File: src/rtl/cmm_pkg.sv
// Shared types and constants for the complex matrix multiply block.
// Holds opcodes, register indexes, status codes and the pipeline tag struct.
// No dependencies.
`default_nettype none

package cmm_pkg;

  localparam int ACC_W = 37;
  localparam int IDX_W = 4;
  localparam int DIM_W = 5;

  localparam logic [1:0] OP_WRITE_A = 2'd0;
  localparam logic [1:0] OP_WRITE_B = 2'd1;
  localparam logic [1:0] OP_COMPUTE = 2'd2;

  localparam logic [1:0] REG_ROWS_A    = 2'd0;
  localparam logic [1:0] REG_INNER_DIM = 2'd1;
  localparam logic [1:0] REG_COLS_B    = 2'd2;
  localparam logic [1:0] REG_CONJ_B    = 2'd3;

  localparam logic STATUS_OK    = 1'b0;
  localparam logic STATUS_RANGE = 1'b1;

  // Control that travels alongside one multiply-accumulate step.
  typedef struct packed {
    logic             vld;
    logic             first_k;
    logic             last_k;
    logic [IDX_W-1:0] col;
    logic             last_col;
  } cmm_tag_t;

endpackage

`default_nettype wire

File: src/rtl/cmm_mac.sv
// Complex multiply-accumulate pipeline: products, combine, accumulate over the inner dimension.
// Depends on cmm_pkg for the tag struct and accumulator width.
`default_nettype none

module cmm_mac import cmm_pkg::*; #(
  parameter int SW = 16
) (
  input  wire logic                    clk_i,
  input  wire logic                    rst_ni,
  input  wire cmm_tag_t                tag_i,
  input  wire logic                    conj_i,
  input  wire logic [2*SW-1:0]         a_data_i,
  input  wire logic [2*SW-1:0]         b_data_i,
  output cmm_tag_t                     res_tag_o,
  output logic signed [ACC_W-1:0]      sum_re_o,
  output logic signed [ACC_W-1:0]      sum_im_o
);

  cmm_tag_t s1_q, s2_q, s3_q;

  logic signed [SW-1:0]   a_re, a_im, b_re, b_im;
  logic signed [2*SW-1:0] rr_q, ii_q, ri_q, ir_q;
  logic signed [ACC_W-1:0] re_q, im_q, re_d, im_d;
  logic signed [ACC_W-1:0] acc_re_q, acc_im_q, acc_re_d, acc_im_d;

  assign a_re = a_data_i[SW-1:0];
  assign a_im = a_data_i[2*SW-1:SW];
  assign b_re = b_data_i[SW-1:0];
  assign b_im = b_data_i[2*SW-1:SW];

  always_ff @(posedge clk_i or negedge rst_ni) begin
    if (!rst_ni) begin
      s1_q <= '0;
      s2_q <= '0;
      s3_q <= '0;
    end else begin
      s1_q <= tag_i;
      s2_q <= s1_q;
      s3_q <= s2_q;
    end
  end

  // Partial products of the four cross terms.
  always_ff @(posedge clk_i) begin
    rr_q <= a_re * b_re;
    ii_q <= a_im * b_im;
    ri_q <= a_re * b_im;
    ir_q <= a_im * b_re;
  end

  always_comb begin
    if (conj_i) begin
      re_d = ACC_W'(rr_q) + ACC_W'(ii_q);
      im_d = ACC_W'(ir_q) - ACC_W'(ri_q);
    end else begin
      re_d = ACC_W'(rr_q) - ACC_W'(ii_q);
      im_d = ACC_W'(ir_q) + ACC_W'(ri_q);
    end
  end

  always_ff @(posedge clk_i) begin
    re_q <= re_d;
    im_q <= im_d;
  end

  // Restart the sum on the first inner step of each column.
  assign acc_re_d = s3_q.first_k ? re_q : acc_re_q + re_q;
  assign acc_im_d = s3_q.first_k ? im_q : acc_im_q + im_q;

  always_ff @(posedge clk_i) begin
    if (s3_q.vld) begin
      acc_re_q <= acc_re_d;
      acc_im_q <= acc_im_d;
    end
  end

  assign res_tag_o = s3_q;
  assign sum_re_o  = acc_re_d;
  assign sum_im_o  = acc_im_d;

  a_stage_order: assert property (@(posedge clk_i) disable iff (!rst_ni)
    s3_q.vld |-> $past(s1_q.vld, 2))
    else $error("accumulate stage valid without a matching read stage");

endmodule

`default_nettype wire

File: config.mk
export PLATFORM = sky130hd
export DESIGN_NAME = cmm_mac
export DESIGN_NICKNAME = d
export VERILOG_FILES = /design/src/rtl/cmm_pkg.sv /design/src/rtl/cmm_mac.sv
export SDC_FILE = /design/constraint.sdc
export NUM_CORES = 2
export LEC_CHECK = 0
export BUFFER_PORTS_ARGS = -buffer_cell sky130_fd_sc_hd__buf_2
export CAP_MARGIN = 20
export CORE_ASPECT_RATIO = 0.75
export CORE_MARGIN = 2
export CORE_UTILIZATION = 60
export CTS_CLUSTER_DIAMETER = 200
export DETAILED_ROUTE_END_ITERATION = 6
export HOLD_SLACK_MARGIN = 0.03
export PLACE_DENSITY_LB_ADDON = 0.08
export SLEW_MARGIN = 30
export SYNTH_ARGS = -nofsm -noshare
export SYNTH_HDL_FRONTEND = slang
export SYNTH_SLANG_ARGS = --single-unit
File: constraint.sdc
create_clock -name clk_i -period 8.1 [get_ports clk_i]
set_input_delay 0.405 -clock clk_i [delete_from_list [all_inputs] [get_ports clk_i]]
set_output_delay 0.405 -clock clk_i [all_outputs]
set_load 0.01 [all_outputs]
# Word level (Yosys, flattened, before mapping)
# Index checks and enable logic that the tools add are counted.
dict set report classes {
  multipliers 4
  addsub 6
  mux 4
}
# cell count
set op_table {}
lappend op_table {{$mux 37} 4}
lappend op_table {{$mul 16x16->32} 4}
lappend op_table {{$add 37x37->37} 2}
lappend op_table {{$add 32x32->33} 2}
lappend op_table {{$sub 32x32->33} 2}
dict set report totals {
  in_bits 75
  output_inout_bits 82
  elab_cells 37
  register_bits 300
}

# Longest topological paths before layout
dict set report depth {
  word_depth 2
  ltp_mapped 25
  mapped_depth_nobuf 24
}

# Worst setup path after synthesis
# No wires, ideal clock.
dict set report synth_timing {
  path_type {input-to-reg}
  startpoint {input port a_data_i[11]}
  endpoint {register rr_q[30]}
  required_ns 8.027
  path_buffers 1
  setup_time_ns 0.073
  stages 21
  path_slack_ns 1.875
  t_arrival_ns 6.151
  cell_sequence {clkbuf_1 nand2_1 fa_1 fa_1 fa_1 inv_1 fa_1 fa_1 inv_1 fa_1 inv_1 ha_1 o21ai_0 o221ai_2 a211oi_4 o211ai_2 a31oi_2 o21bai_1 a2111o_1 a2111o_1 o211ai_2}
}
dict set report synth_via {
  elab_chain_len 1
}
# item line
set synth_rtl {}
lappend synth_rtl {{from (decl)} cmm_mac.sv:12} ;# input wire logic [2*SW-1:0] a_data_i,
lappend synth_rtl {{$mul 16x16->32} cmm_mac.sv:45} ;# rr_q <= a_re * b_re;
lappend synth_rtl {{to (signal assigned)} cmm_mac.sv:45}
lappend synth_rtl {{to (decl)} cmm_mac.sv:22} ;# logic signed [2*SW-1:0] rr_q, ii_q, ri_q, ir_q;
# Every way passes these cells.
# A chain may end at the register's enable or synchronous reset.

# Worst setup path in the final report
dict set report layout_timing {
  startpoint {input port b_data_i[18]}
  endpoint {register ii_q[30]}
}
dict set report layout_via {
  elab_chain_len 1
}
# item line
set layout_rtl {}
lappend layout_rtl {{from (decl)} cmm_mac.sv:13} ;# input wire logic [2*SW-1:0] b_data_i,
lappend layout_rtl {{$mul 16x16->32} cmm_mac.sv:46} ;# ii_q <= a_im * b_im;
lappend layout_rtl {{to (signal assigned)} cmm_mac.sv:46}
lappend layout_rtl {{to (decl)} cmm_mac.sv:22}
# Every way passes these cells.

==> flow_summary_export.csv <==
group,metric,value,unit
clocking,clk_pin_slew,0.06,ns
clocking,cts_resized,0,
grt,track_usage,0.316,
clocking,cts_buffers,34,
yosys,synth_area_leaders,"fa_1, ha_1, inv_1",
yosys,synth_top_area_share,0.385,
yosys,yosysTopAreaCell,"fa_1",
yosys,synth-xor-area-share,0.0505,
floorplan,die_h,265,µm
clocking,cts_root_buf,"clkbuf_16",
worst_setup_path,worst_path_max_delay_cell,"fa_1",
timing,tns,0,ns
yosys,yosysUniqueCellTypes,83,
floorplan,die_x,352,µm
worst_hold_path,min_path_type,"in -> async",
clocking,clk_path_buf_depth,3,
grt,grt_pass1_vias,42100,
yosys,synth.most_common_cell,"inv_1",
floorplan,rows,95,
worst_setup_path,cp-end-kind,"flop",
clocking,ctsHtreeMaxLevel,2,
outcome,violations,"design-rule violations",
placed_design,hpwl,115,mm
yosys,synth-async-reset-ratio,0.0822,
yosys,synth-compound-area-share,0.0857,
timing,finClkSkew,0.0226,ns
grt,grt_pass1_wl,233,mm
worst_setup_path,ff2ff_path_depth,18,
yosys,ys_ff_latch,292,
final_layout,synthToLayoutAreaGrowth,5.71,%
timing,hold_viol,0,
drt,vias_per_cell,5.53,
worst_setup_path,cp-start-kind,"input pin",
worst_setup_path,path_cells,"buf_2 -> nand2_1 -> inv_1 -> fa_1 -> fa_1 -> fa_1 -> fa_1 -> fa_1 -> inv_1 -> fa_1 -> inv_1 -> ha_1 -> a21oi_1 -> o21bai_1 -> a21oi_1 -> o21ai_0 -> a21o_1 -> a22o_1 -> o41ai_1 -> o2111ai_1 -> a21oi_1 -> xnor2_1",
grt,antenna_found_initial,9,
placed_design,placement.io_buffers,156,
drt,post-route-drc-count,1,
timing,setup_viol,0,
floorplan,core_area,0.0899,mm²
clocking,clock-sinks,292,
yosys,syn_area,0.0546,mm²
drt,finalWirelength,141,mm
placed_design,gp_congestion,0.924,
floorplan,die_area,0.0935,mm²
yosys,synth-seq-area-share,0.123,
worst_setup_path,path_max_fanout,32,
yosys,synth_top_family_by_area,"adder cells",
yosys,synthMuxAreaShare,0.00156,
yosys,yosys.area_share.simple,0.148,
floorplan,start_util,0.608,
yosys,synth_common_cells,"inv_1, fa_1, nand2_1, and2_1, ha_1",
grt,grt_max_degree,82,
drt,dr_total_vias,39900,
worst_setup_path,crit_top_cell,"fa_1",
timing,max_freq,0.148,GHz
yosys,synth_fp_nets,7538,
timing,post-route-period-util,0.833,
yosys,netlist_instances,5945,
clocking,clk_latency,0.56,ns
yosys,ys_warn_count,0,
outcome,status,"finished, violations left",
timing,slew_headroom,0.375,
final_layout,num-nets-final,7568,
run,drv_cap,0,
floorplan,top_level_ports,157,
worst_setup_path,critPathArrivalTime,7.22,ns
drt,drtPass1Iterations,7,
grt,overflow,0,
worst_setup_path,required,8.57,ns
worst_setup_path,path_class,"in -> reg",
timing,drv_slew,0,
yosys,synth_adder_area_share,0.492,
drt,wl_per_cell,19.5,µm
timing,worstMarginPinSlew,0.938,ns
drt,drtIter0Drc,3027,
timing,period_minus_slack,6.75,ns
drt,final_antenna_net_count,0,
yosys,syn_avg_cell_area,9.19,µm²
yosys,synth_ff_type,"dfxtp_1",
clocking,cts_tree,"done",
final_layout,drive_above_1_share,0.0507,
worst_setup_path,critical-path-max-stage-delay,0.60,ns
yosys,synth-edff-count,74,
final_layout,nFillCells,7615,
timing,rsz0062_at_grt,"false",
## registers in the layout (all words and copies together), names as in the netlist
name	count
rr_q	32
ri_q	32
res_tag_o	8
s1_q	8
re_q	33
acc_im_q	37
s2_q	8
im_q	33
ir_q	32
ii_q	32
acc_re_q	37
## logic make-up after synthesis
family	count (synthesis)
xor gates and xnor gates	315
muxes	8
AOI/OAI and AO/OA	734
buffers and inverters	1453
DFF	292
and+or+nand+nor	1625
adders and majority gates	1518
## critical path: cells and delay by family
family                   cells  cell delay (ns)
AO/OA/AOI/OAI                9             2.17
XOR/XNOR                     1             0.16
adder cells (fa/ha/maj)      7             3.41
buffers and inverters        4             0.79
AND/OR/NAND/NOR              1             0.21
## timing repair
item | in CTS | in global routing
endpoints found under the hold margin | 32 | 0
hold buffers | 9 | 0
setup buffers | 0 | 0
## cell type report
cell class	instances	area [µm²]	area share
Tap cell	1212	1520	0.0263
Sequential cell	292	6710	0.116
Inverter	1224	4590	0.0795
Multi-Input combinational cell	4200	42500	0.735
Timing Repair Buffer	223	1310	0.0226
Clock inverter	19	196	0.00340
Clock buffer	43	946	0.0164
Antenna cell	3	7.51	0.000130
## routing by layer
metal,vias up,wire length [µm],track usage
li1,18400,-,-
met5,-,21,0
met3,210,13200,0.0740
met1,20000,61700,0.447
met4,4,4470,0.0847
met2,1369,61200,0.491
## stage by stage
step | cells | hold WS [ns] | utilization | area [µm²] | setup slack, ns
floorplan | 5945 | 0.109 | - | 54600 | 1.88
global placement | 7142 | 0.332 | 0.629 | 56500 | 0.760
detailed placement | 7142 | 0.335 | 0.629 | 56500 | 0.749
CTS | 7213 | 0.331 | 0.643 | 57800 | 1.33
global route | 7214 | 0.356 | 0.643 | 57800 | 0.987
finish | 7216 | 0.348 | 0.643 | 57800 | 1.35
## cells in the final DEF (no fill, tap or decap), drive strengths merged, types with 8 or more instances in the layout
cell type    instances
nor3b               12
buf                214
a211oi              33
nor3                55
nor2               192
o21a                34
xnor2              219
nand2b              45
and2               512
o21bai              30
clkbuf              43
dfxtp              194
ha                 466
edfxtp              74
nand3               45
a31oi               25
nand4               16
xor2                96
inv               1230
o31ai               16
a31o                 8
clkinv               9
o21ai              163
nor2b               33
dfrtp               24
nand2              624
or3                 25
fa                1052
and3                23
nor4                16
a21o                97
o211ai              12
dlygate4sd3          9
a21oi              232
## final timing paths
kind | startpoint | end | slack, ns
worst max register to register | ri_q[0] | im_q[35] | 3.23
worst min-delay path | rst_ni | s2_q[4] | 0.35
max in group asynchronous | rst_ni | res_tag_o[6] | 7.37
min in group clk_i | s1_q[1] | s2_q[1] | 0.35
worst max-delay path | b_data_i[18] | ii_q[30] | 1.35
worst min register to register | s1_q[1] | s2_q[1] | 0.35
Power is not shown: default switching activity piles up to over one toggle a cycle in this logic, so the estimate is an artifact.
